## src/hw/rtl/jacobi_linear_solver_defines.svh

```systemverilog
// ----------------------------------------------------------------------------
// Jacobi solver assertion macros
// Shared concurrent assertion forms, clocked on clk and held off in reset.
// ----------------------------------------------------------------------------
`ifndef JACOBI_LINEAR_SOLVER_DEFINES_SVH
`define JACOBI_LINEAR_SOLVER_DEFINES_SVH

// same-cycle implication
`define JLS_ASSERT_IMPL(lbl, ante, cons, msg) \
	lbl: assert property (@(posedge clk) disable iff (!arst_n) (ante) |-> (cons)) \
		else $error(msg);

// next-cycle implication
`define JLS_ASSERT_NEXT(lbl, ante, cons, msg) \
	lbl: assert property (@(posedge clk) disable iff (!arst_n) (ante) |=> (cons)) \
		else $error(msg);

`endif

```

## src/hw/rtl/jls_ram.sv

```systemverilog
// ----------------------------------------------------------------------------
// Generic RAM
// One write port, one read port, read data registered.
// ----------------------------------------------------------------------------
`default_nettype none

module jls_ram #(
	parameter int unsigned WIDTH = 32,
	parameter int unsigned DEPTH = 16
) (
	input  wire logic                     clk,
	input  wire logic                     we,
	input  wire logic [$clog2(DEPTH)-1:0] waddr,
	input  wire logic [WIDTH-1:0]         wdata,
	input  wire logic [$clog2(DEPTH)-1:0] raddr,
	output logic      [WIDTH-1:0]         rdata
);

	logic [WIDTH-1:0] mem_q [DEPTH];

	always_ff @(posedge clk) begin
		if (we) begin
			mem_q[waddr] <= wdata;
		end
		rdata <= mem_q[raddr];
	end

endmodule

`default_nettype wire

```

## config.mk

```make
export PLATFORM = sky130hd
export DESIGN_NAME = jls_ram
export DESIGN_NICKNAME = d
export VERILOG_FILES = /design/src/hw/rtl/jacobi_linear_solver_defines.svh /design/src/hw/rtl/jls_ram.sv
export SDC_FILE = /design/constraint.sdc
export NUM_CORES = 1
export LEC_CHECK = 0
export BUFFER_PORTS_ARGS = -buffer_cell sky130_fd_sc_hd__buf_2
export CORE_MARGIN = 5
export CORE_UTILIZATION = 55
export CTS_CLUSTER_SIZE = 24
export DETAILED_ROUTE_END_ITERATION = 8
export PLACE_DENSITY_LB_ADDON = 0.25
export RECOVER_POWER = 50
export SYNTH_ARGS = -nofsm -noshare
export SYNTH_HDL_FRONTEND = slang
export SYNTH_SLANG_ARGS = --single-unit
```

## constraint.sdc

```tcl
create_clock -name clk -period 4.3 [get_ports clk]
set_input_delay 0.215 -clock clk [delete_from_list [all_inputs] [get_ports clk]]
set_output_delay 0.215 -clock clk [all_outputs]
set_load 0.03 [all_outputs]
```

==> out/metrics.csv <==
metric;value;unit
grt_pass1_wl;60.4;mm
grt_pass1_vias;9290;
coreArea;35600;um^2
fin_skew;0.0180;ns
vias;9055;
power.density;480;nW/um^2
maxCapViolCount;1;
ant_nets;0;
synth_fp_nets;880;
nFillCells;2389;
crit_path_frequent_cell;clkbuf_1;
post_synth.cell_area_avg;23.7;um^2
ys_types;18;
finalCritPeriodShare;0.471;
cp_slowest_cell;clkbuf_1;
grt_overflow;0;
path_class;in2reg;
cts.path.max_buffers;3;
drt-pass1-iter-count;5;
syn_to_final_growth;13.6;%
vias_per_cell;6.21;
antennaDiodeCount;0;
max-vdd-ir-drop;0.440;mV
fin_ws;2.27;ns
cts_resized;0;
num_io_pins;74;
syn_area;19900;um^2
clkTransAtPathRegs;0.06;ns
drt_wl_total;40.3;mm
final_common_cell;edfxtp_1;
synthesis.instances;838;
drc;0;
layout_common_cells;edfxtp_1 (512), mux4_2 (128), a22oi_1 (64);
grt_max_degree;59;
fmax;494;MHz
crit_required;4.47;ns
crit_chain;clkbuf_1, nand3_1, nor3_1, clkbuf_1;
final_max_slew_viol_count;17;
die_area;40000;um^2
fp.dieW;200;um
path_delay_family;buffers and inverters;
rsz0062_at_grt;no;
status;complete, but fails checks;
cp_max_fo;16;
seq_area_frac_synth;0.807;
yosysWarningCount;0;
place_congestion;0.715;
violations;capacitance limit, slew limit;
worst_pin_slew;1.54;ns
p_leak;7.20;nW
min-delay-path-class;in2reg;
portBuffers;73;
ys_seq_elements;544;
first_iter_violations;780;
total_power;10.8;mW
drt-wirelength-per-cell;27.7;um
hold_viol;0;
initial_core_util;0.558;
crit_buf_inv;2;
slowest_delay;1.15;ns
setup_viol;0;
fin_setup_tns;0;ns
tritoncts;yes;
crit_arrival;2.19;ns
crit_path_start_kind;input port;
numCtsBuffers;52;
rows;69;
dp_hpwl;21.5;mm
clockRootBuffer;clkbuf_16;
fin_crit;2.03;ns
antenna_found_initial;1;
final_nets;996;
clock_sinks;544;
clk_latency;0.58;ns
track_usage;0.207;
drive_gt1_frac;0.290;
htree_levels;2;
die_y;200;um
cp-end-kind;flip-flop;
relSlewSlack;-0.0235;
post-place-ws;1.91;ns
## final timing paths
| kind | start | end | slack (ns) | cells past startpoint |
|---|---|---|---|---|
| worst max register to register | mem_q[3][25]$_DFFE_PP_ | rdata[25]$_DFF_P_ | 2.93 | 3 |
| worst min register to register | mem_q[14][0]$_DFFE_PP_ | rdata[0]$_DFF_P_ | 0.66 | 3 |
| worst max-delay path | waddr[3] | mem_q[12][0]$_DFFE_PP_ | 2.27 | 4 |
| worst min-delay path | wdata[18] | mem_q[14][18]$_DFFE_PP_ | 0.13 | 1 |
## state kept, by name, summed over array words and instances, names as in the netlist
register / count
rdata: 32
mem_q: 512
## per-stage QoR
step | hold slack (ns) | cells | cell area [um^2] | util
2_1_floorplan | 0.314 | 838 | 19900 | -
3_3_place_gp | 0.588 | 1355 | 20900 | 0.589
3_5_place_dp | 0.603 | 1355 | 20900 | 0.589
4_1_cts | 0.0000153 | 1458 | 22600 | 0.636
5_1_grt | 0.155 | 1458 | 22600 | 0.634
6_report | 0.131 | 1458 | 22600 | 0.634
## cell families (layout without fill, tap and decap cells)
family	count (synthesis)	in the layout	synth area share
compound gates	64	64	0.0242
mux	128	128	0.145
flops	544	544	0.807
simple gates	59	59	0.0127
buf+inv	43	202	0.0112
## synth_stat cells, drive strengths merged
master	number	share of area
nor3	4	0.0010
dfxtp	32	0.032
and2	1	0.00032
nand2b	2	0.00063
buf	26	0.0080
nand2	33	0.0062
nor2b	2	0.00063
edfxtp	512	0.77
clkbuf	17	0.0032
nand3b	2	0.00076
a22oi	64	0.024
or3b	1	0.00044
nand3	1	0.00025
mux4	128	0.15
nor2	13	0.0025
## repair_timing
action,CTS,global route
endpoints found under the setup margin,0,0
endpoints found under the hold margin,57,0
hold buffers,6,0
buffers inserted,0,0
## power by group
| part | total [mW] | internal (mW) | switching [mW] | leakage (nW) |
|---|---|---|---|---|
| Clock | 4.29 | 2.44 | 1.86 | 0.809 |
| Sequential | 5.97 | 5.93 | 0.0370 | 4.89 |
| Combinational | 0.575 | 0.211 | 0.364 | 1.50 |
## worst reg2reg max path: cells and delay by family (launching register included)
family	cells	cell delay (ns)
and+or+nand+nor	1	0.11
DFF	1	0.36
AOI/OAI and AO/OA	1	0.31
muxes	1	0.47
## routing by layer
layer | vias to the layer above | GRT usage | share of wire
li1 | 3813 | - | -
met5 | - | 0 | 0.00047
met2 | 326 | 0.325 | 0.49
met4 | 2 | 0.0460 | 0.015
met1 | 4862 | 0.315 | 0.43
met3 | 52 | 0.0337 | 0.065
## layout make-up
class	count	area (um^2)	area share
multi-input combinational	251	3740	0.166
tap	461	577	0.0256
timing repair buffer	105	608	0.0269
clock inverter	27	159	0.00704
sequential	544	16000	0.710
clock buffer	70	1460	0.0647
Note: power is estimated with default switching activity, not from simulation.
