--- src/hw/rtl/jacobi_linear_solver_defines.svh ---
// ----------------------------------------------------------------------------
// Jacobi solver assertion macros
// Shared concurrent assertion forms, clocked on clk and held off in reset.
// ----------------------------------------------------------------------------
`ifndef JACOBI_LINEAR_SOLVER_DEFINES_SVH
`define JACOBI_LINEAR_SOLVER_DEFINES_SVH

// same-cycle implication
`define JLS_ASSERT_IMPL(lbl, ante, cons, msg) \
	lbl: assert property (@(posedge clk) disable iff (!arst_n) (ante) |-> (cons)) \
		else $error(msg);

// next-cycle implication
`define JLS_ASSERT_NEXT(lbl, ante, cons, msg) \
	lbl: assert property (@(posedge clk) disable iff (!arst_n) (ante) |=> (cons)) \
		else $error(msg);

`endif

--- src/hw/rtl/jls_pkg.sv ---
// ----------------------------------------------------------------------------
// Jacobi solver package
// Request opcodes, status codes, register indexes and divider widths.
// ----------------------------------------------------------------------------
`default_nettype none

package jls_pkg;

	typedef enum logic [1:0] {
		OP_LOAD_MAT = 2'd0,
		OP_LOAD_RHS = 2'd1,
		OP_SOLVE    = 2'd2
	} opcode_t;

	typedef enum logic [1:0] {
		STAT_CONVERGED = 2'd0,
		STAT_LIMIT     = 2'd1,
		STAT_ZERO_DIAG = 2'd2
	} solve_status_t;

	typedef enum logic [1:0] {
		REG_SIZE     = 2'd0,
		REG_TOL      = 2'd1,
		REG_MAX_ITER = 2'd2
	} reg_index_t;

	localparam int unsigned QUOT_W = 64;
	localparam int unsigned DEN_W  = 32;

endpackage

`default_nettype wire

--- src/hw/rtl/jls_div.sv ---
// ----------------------------------------------------------------------------
// Unsigned divider
// Restoring shift-subtract divider, one quotient bit per cycle.
// ----------------------------------------------------------------------------
`default_nettype none

module jls_div
	import jls_pkg::*;
(
	input  wire logic              clk,
	input  wire logic              arst_n,
	input  wire logic              start,
	input  wire logic [QUOT_W-1:0] num_mag,
	input  wire logic [DEN_W-1:0]  den_mag,
	output logic                   done,
	output logic      [QUOT_W-1:0] quot
);

	localparam int unsigned CW = $clog2(QUOT_W);

	logic              busy_q;
	logic [CW-1:0]     cnt_q;
	logic [DEN_W-1:0]  den_q;
	logic [DEN_W-1:0]  rem_q;
	logic [DEN_W:0]    rem_sh;
	logic              take;

	assign rem_sh = {rem_q, quot[QUOT_W-1]};
	assign take   = rem_sh >= {1'b0, den_q};

	always_ff @(posedge clk or negedge arst_n) begin
		if (!arst_n) begin
			busy_q <= 1'b0;
			done   <= 1'b0;
			cnt_q  <= '0;
		end else begin
			done <= 1'b0;
			if (start) begin
				busy_q <= 1'b1;
				cnt_q  <= '0;
			end else if (busy_q) begin
				cnt_q <= cnt_q + 1'b1;
				if (cnt_q == CW'(QUOT_W - 1)) begin
					busy_q <= 1'b0;
					done   <= 1'b1;
				end
			end
		end
	end

	always_ff @(posedge clk) begin
		if (start) begin
			quot  <= num_mag;
			den_q <= den_mag;
			rem_q <= '0;
		end else if (busy_q) begin
			rem_q <= take ? DEN_W'(rem_sh - {1'b0, den_q}) : DEN_W'(rem_sh);
			quot  <= {quot[QUOT_W-2:0], take};
		end
	end

endmodule

`default_nettype wire

--- config.mk ---
export PLATFORM = sky130hd
export DESIGN_NAME = jls_div
export DESIGN_NICKNAME = d
export VERILOG_FILES = /design/src/hw/rtl/jacobi_linear_solver_defines.svh /design/src/hw/rtl/jls_pkg.sv /design/src/hw/rtl/jls_div.sv
export SDC_FILE = /design/constraint.sdc
export NUM_CORES = 1
export LEC_CHECK = 0
export CAP_MARGIN = 25
export CORE_MARGIN = 5
export CORE_UTILIZATION = 60
export CTS_CLUSTER_SIZE = 25
export DETAILED_ROUTE_END_ITERATION = 6
export DONT_BUFFER_PORTS = 1
export PLACE_DENSITY = 0.86
export SYNTH_ARGS = -nofsm -noshare
export SYNTH_HDL_FRONTEND = slang
export SYNTH_SLANG_ARGS = --single-unit
--- constraint.sdc ---
create_clock -name clk -period 3.5 [get_ports clk]
set_clock_uncertainty 0.1 [all_clocks]
set_input_delay 0 -clock clk [delete_from_list [all_inputs] [get_ports clk]]
set_output_delay 0 -clock clk [all_outputs]
set_load 0.02 [all_outputs]
==> impl_results.md, run 1 <==
- WL met3: 1.70 mm
- Final setup violation count: 0
- Min-Delay Path Class: in -> reg
- Worst path required time: 3710 ps
- Seq/Total Area, Yosys: 51.8%
- Starting Density: 60.6%
- Worst R2R Path Depth: 12
- Hold path depth: 1
- Tightest Pin Transition: 898 ps
- Internal power: 3.72 mW
- CP Launch Type: register
- Max capacitance violation total: 0
- Clk slew on worst S/H paths: 60 ps
- Main synth FF type: edfxtp_1
- Antenna violations before repair: 1
- CTS-repair resized insts: 0
- CP endpoint kind: register
- Layout cell share with drive strength beyond 1: 15.1%
- Final Hold Fails: 0
- Iteration-0 DRC Markers: 412
- Status: finished, final reports clean
- Post-synth EDFFs: 96
- Clock latency on the worst-skew pair: 430 ps
- Post-Syn Instances: 631
- Drt drc: 0
- M1 WL: 7.31 mm
- DP Worst Slack: 269 ps
- Synthesis warning total: 0
- Hold endpoint: den_q[9]
- CTS Root Cell: clkbuf_16
- P&R area growth vs syn: 24.3%
- Core footprint: 11900 sq um
- Sequential power share: 40.6%
- Detailed placement HPWL: 11.4 mm
- Final Max Tran Viols: 0
- FF+latch count, synth: 136
- Setup CP Type: reg -> reg
- Per-cell routed wire length: 21.2 microns
- Routed vias/inst: 6.12
- Worst Path Max Fanout: 15
- # rows: 40
- Min-delay src: den_mag[9]
- Comb power frac: 25.9%
- Overall Global Routing Usage: 26.9%
- RR Endpoint: rem_q[8]
- TritonCTS Sinks: 136
- P_sw: 1.75 mW
- DIE WIDTH: 119 microns
- Maximum VDD drop: 488 uV
- Final ANT Viol Nets: 0
- Leak pwr: 3.74 nW
- Vias in the first global route: 5604
- Cell area power density: 612 nW/um^2
- Tcrit/Tclk final: 93.3%
- # H-tree levels: 4
- Highest Signal Layer: met5
- Clock period minus final worst setup slack: 3270 ps
- Max_slew headroom: 40.1%
- CTS tree: yes
- Setup bufs post-CTS: 0
- Largest net degree at the start of global routing: 123
- Critical path arrival: 3480 ps
- Die Height: 119 microns
- Metal2 WL: 9.31 mm
- CTS max path bufs: 2
- Fin worst setup slack: 234 ps
- Mapped Nets: 764
- Max Freq: 306 MHz
- Cell Area, Synth: 7190 sq um
- DIE AREA: 14300 sq um
- Routability Congestion: 0.951
- PortBufs: 0
- DR vias: 5444
- Critical R2R Launch: den_q[16]
- Net count, final: 862
- Io pins: 164
- Avg Cell Area, Syn: 11.4 sq um
- Synth unique cells: 58
- Sw frac: 31.9%
- Final Core Density: 75.3%
- First-pass DRT Iterations: 5
- GR Overflow Total: 0
- Final WL: 18.9 mm
- Worst R2R Setup Slack: 230 ps
- Clock power share: 33.6%
- CTS Buf Count: 17
- Post-route setup TNS: 0 ps
- Unrepaired setup endpoints after global routing: false
- Post-synth ARST share: 5.88%
- Design Power: 5.47 mW
- First-pass GRT wire length: 30.0 mm
how the worst max path moves through the flow:
stage	startpoint	end	slack, ps	cells after the start
floorplan	quot[63]	rem_q[16]	560	12
detailed placement	den_q[14]	rem_q[14]	270	12
CTS	den_q[14]	rem_q[14]	260	12
global placement	quot[63]	rem_q[30]	420	13
global route	den_q[14]	rem_q[8]	40	12
finish	den_q[16]	rem_q[8]	230	12
cell usage in the layout, fill, tap and decap left out, types with 8 or more instances in the layout:
cell and instances:
xor2_1 10, dlygate4sd3_1 100, dfrtp_1 8, a211oi_1 18, a21o_1 11, xnor2_1 21, dfxtp_1 32, clkbuf_16 18
ha_1 33, edfxtp_1 96, nor2_1 43, o21ai_0 23, a21oi_1 41, nand2_1 47, mux2i_1 23, o21ai_1 9
inv_1 41, mux2_2 63
final cells by class:
cell class                 count  area [sq um]
sequential                   136          3720
multi-input combinational    424          3180
fill                         716          2930
timing repair buffer         108          1080
clock buffer                  20           468
tap                          147           184
inverter                      42           158
clock inverter                12           141
antenna                        1          2.50
cells in the mapped netlist, drive strengths merged (6+ instances only):
cell type,count,area [sq um]
a211oi,19,148
a21o,11,82.6
a21oi,42,214
buf,9,57.6
clkbuf,21,78.8
dfrtp,8,200
dfxtp,32,641
edfxtp,96,2880
ha,33,413
inv,42,158
mux2,63,709
mux2i,23,230
nand2,47,176
nand3,7,35.0
nand4,7,43.8
nor2,43,161
nor3,6,30.0
o21ai,32,160
xnor2,21,184
xor2,10,87.6
metal layers:
layer  global-route usage (%)  up-vias
li1                         -     2502
met1                     32.5     2599
met2                     45.3      288
met3                     9.50       53
met4                     8.59        2
met5                        0        -
worst max-delay path, cell delays in order (launching register included):
cell and delay [ps]:
edfxtp_1 340, inv_1 50, ha_1 370, a21oi_2 320
nand2_1 100, a311o_1 340, a211oi_2 190, o21ai_1 130
nand4_1 160, and2_4 350, buf_4 270, mux2i_1 100
a211oi_1 310
state kept, by name, summed over array words and instances, names as in the netlist:
register / count
done: 1
rem_q: 32
den_q: 32
busy_q: 1
quot: 64
cnt_q: 6
through the flow:
| step | hold WS [ps] | cell area (sq um) | cells |
|---|---|---|---|
| 2_1_floorplan | -396 | 7190 | 631 |
| 3_3_place_gp | -395 | 7290 | 755 |
| 5_1_grt | 94.4 | 8930 | 890 |
| 6_report | 102 | 8930 | 890 |
| 3_5_place_dp | -395 | 7290 | 755 |
| 4_1_cts | 95.3 | 8920 | 888 |
logic make-up after synthesis:
kind of cell	share of synthesized area [%]
flops	51.8
mux	13.1
fa+ha+maj	6.02
simple gates	8.57
compound gates	12.6
buf+inv	4.09
xor+xnor	3.78
power groups by stage:
stage | Sequential [mW] | Combinational (mW) | Clock [mW]
2_1_floorplan | 2.18 | 1.06 | 0
3_3_place_gp | 2.23 | 1.19 | 0
3_5_place_dp | 2.24 | 1.23 | 0
4_1_cts | 2.21 | 1.36 | 1.84
5_1_grt | 2.24 | 1.55 | 1.93
6_report | 2.22 | 1.41 | 1.83
timing repair:
| action | CTS | global route |
|---|---|---|
| hold buffers | 101 | 0 |
| setup endpoints to repair | 0 | 1 |
| endpoints found under the hold margin | 176 | 0 |
No activity file was read; power rests on OpenSTA's default activity.
==> run 2: changes to the inputs <==
Clock period 3.5 ns to 3.65 ns, I/O delays scaled along.
==> impl_results.md, run 2 (same netlist as run 1, synthesis figures left out) <==
- Status: finished, final reports clean
- Design area: 8870 sq um (-0.66%)
- Setup CP Type: reg -> reg
- Routability Congestion: 0.935 (-1.6%)
- Slowest stage delay, CP: 520 ps (+150 ps)
- Iteration-0 DRC Markers: 376 (-8.7%)
- Final setup violation count: 0 (unchanged)
- Max Freq: 291 MHz (-4.9%)
- Cell area power density: 584 nW/um^2 (-4.6%)
- Sequential power share: 41.2% (+0.6 points)
- Clock period minus final worst setup slack: 3430 ps (+168 ps)
- Crit path cell chain: inv_1 > ha_1 > fa_1 > nand2b_1 > a21oi_1 > o21ai_0 > a21oi_1 > buf_4 > a211oi_1 > o21ai_0 > a21o_1 > xnor2_1 > o31ai_1
- Antenna violations before repair: 1 (unchanged)
- CTS tree: yes
- Min-Delay Path Class: in -> reg
- Sw frac: 32.4% (+0.45 points)
- Detailed placement HPWL: 11.2 mm (-1.2%)
- Slowest-stage cell, CP: edfxtp_1
- CTS-repair resized insts: 0 (unchanged)
- Die Height: 119 microns (unchanged)
- Maximum VDD drop: 339 uV (-31%)
- Final ANT Viol Nets: 0 (unchanged)
- PortBufs: 0 (unchanged)
- Post-route setup TNS: 0 ps (unchanged)
- P_sw: 1.68 mW (-3.9%)
- # H-tree levels: 4 (unchanged)
- Max capacitance violation total: 0 (unchanged)
- Clk slew on worst S/H paths: 60 ps (about the same)
- Top flop regs: quot: 64 flops, den_q: 32 flops, rem_q: 32 flops
- Unrepaired setup endpoints after global routing: false
- Io pins: 164 (unchanged)
- Internal power: 3.50 mW (-5.9%)
- Final WL: 18.4 mm (-2.8%)
- Worst Path Max Fanout: 4 (-11)
- First-pass GRT wire length: 29.2 mm (-2.6%)
- GR Overflow Total: 0 (unchanged)
- First-pass DRT Iterations: 5 (unchanged)
- CTS Root Cell: clkbuf_16
- Layout cell share with drive strength beyond 1: 14.8% (-0.30 points)
- Drt drc: 0 (unchanged)
- Overall Global Routing Usage: 26.0% (-0.93 points)
- Largest net degree at the start of global routing: 123 (unchanged)
- CP endpoint kind: register
- Routed vias/inst: 6.06 (-0.89%)
- P&R area growth vs syn: 23.5%
- Max_slew headroom: 38.7% (-1.4 points)
- Per-cell routed wire length: 20.7 microns (-2.2%)
- Commonest non-fill, non-tap cell in the layout: dlygate4sd3_1
- Final Max Tran Viols: 0 (unchanged)
- Final Hold Fails: 0 (unchanged)
- Fill cells: 697 (-2.7%)
- CTS Buf Count: 17 (unchanged)
- Leak pwr: 3.71 nW (-0.71%)
- Comb power frac: 25.3% (-0.6 points)
- Largest Register: quot
- Tightest Pin Transition: 919 ps (+20.8 ps)
- Tcrit/Tclk final: 94.1% (+0.76 points)
- Critical path arrival: 3670 ps (+190 ps)
- Core footprint: 11900 sq um (unchanged)
- TritonCTS Sinks: 136 (unchanged)
- Dpl cell area: 7260 sq um (-0.31%)
- DR vias: 5365 (-1.5%)
- Net count, final: 857 (-0.58%)
- Max reg flops: 64 (unchanged)
- Vias in the first global route: 5556 (-0.86%)
- Clock power share: 33.5% (about the same)
- CTS max path bufs: 2 (unchanged)
- Clock latency on the worst-skew pair: 430 ps (about the same)
- Hold path depth: 1 (unchanged)
- Worst R2R Path Depth: 13 (+1)
- DIE WIDTH: 119 microns (unchanged)
- # rows: 40 (unchanged)
- Starting Density: 60.6% (unchanged)
- DIE AREA: 14300 sq um (unchanged)
- CP Launch Type: register
- Most frequent cells in the layout: dlygate4sd3_1 (99), edfxtp_1 (96), mux2_2 (63)
- Worst path required time: 3890 ps (+180 ps)
## run 2: cell count changes in the layout (fill, tap and decap cells not counted), moves of 2 or more
| cell | change |
|---|---|
| inv_8 | +2 |
| clkinv_2 | +2 |
| buf_4 | -3 |
| clkinv_4 | -2 |
## run 2: metal layers
metal  part of all wire [%]  global-route usage, %  up-vias  routed length (microns)
li1                       -                      -     2491                        -
met1                     39                   30.7     2569                     7210
met2                     50                   45.0      264                     9180
met3                    8.0                   7.93       41                     1470
met4                    2.7                   9.16        0                      490
met5                      0                      0        -                        0
## run 2: what timing repair did
action / CTS / global route
hold endpoints to repair: 176 / 0
hold buffers: 100 / 0
setup buffers: 0 / 0
setup endpoints to repair: 0 / 0
## run 2: worst paths after layout
path / start / end / slack (ps)
worst min-delay path: den_mag[6] / den_q[6] / 100
worst min register to register: rem_q[9] / rem_q[9] / 380
max in group asynchronous: arst_n / cnt_q[2] / 2790
worst max-delay path: quot[63] / rem_q[30] / 220
min in group asynchronous: arst_n / cnt_q[5] / 390
worst max register to register: quot[63] / rem_q[30] / 220
## run 2: power by group through the flow
stage	sequential, mW	combinational, mW	clock, mW
floorplan	2.09	1.02	0
global placement	2.14	1.12	0
detailed placement	2.15	1.16	0
CTS	2.12	1.29	1.73
global route	2.16	1.43	1.81
finish	2.14	1.31	1.73
## run 2: area by class of cell
type | instances | area, sq um | area share (%)
flip-flops and latches | 136 | 3720 | 42.0
multi-input cells | 423 | 3170 | 35.7
repair buffers | 104 | 1050 | 11.8
clock buffers | 17 | 425 | 4.79
well taps | 147 | 184 | 2.07
clock inverters | 15 | 165 | 1.86
inverters | 42 | 158 | 1.78
diodes | 1 | 2.50 | 0.0282
## run 2: critical path, delay by kind of cell, from the launching register on
kind	cells	cell delay [ps]
AOI/OAI and AO/OA	7	1740
xor gates and xnor gates	1	120
adders and majority gates	2	410
buffers and inverters	2	290
DFF	1	520
and+or+nand+nor	1	140
## run 2: stage by stage
stage	total power [mW]	hold WS, ps	util [%]	setup slack, ps	cells
after floorplan	3.11	-396	-	706	631
after global placement	3.26	-395	61.2	413	752
after detailed placement	3.31	-395	61.2	301	752
after CTS	5.15	86.6	74.8	291	884
after global routing	5.41	92.9	74.8	21.4	885
final	5.18	96.1	74.8	216	885
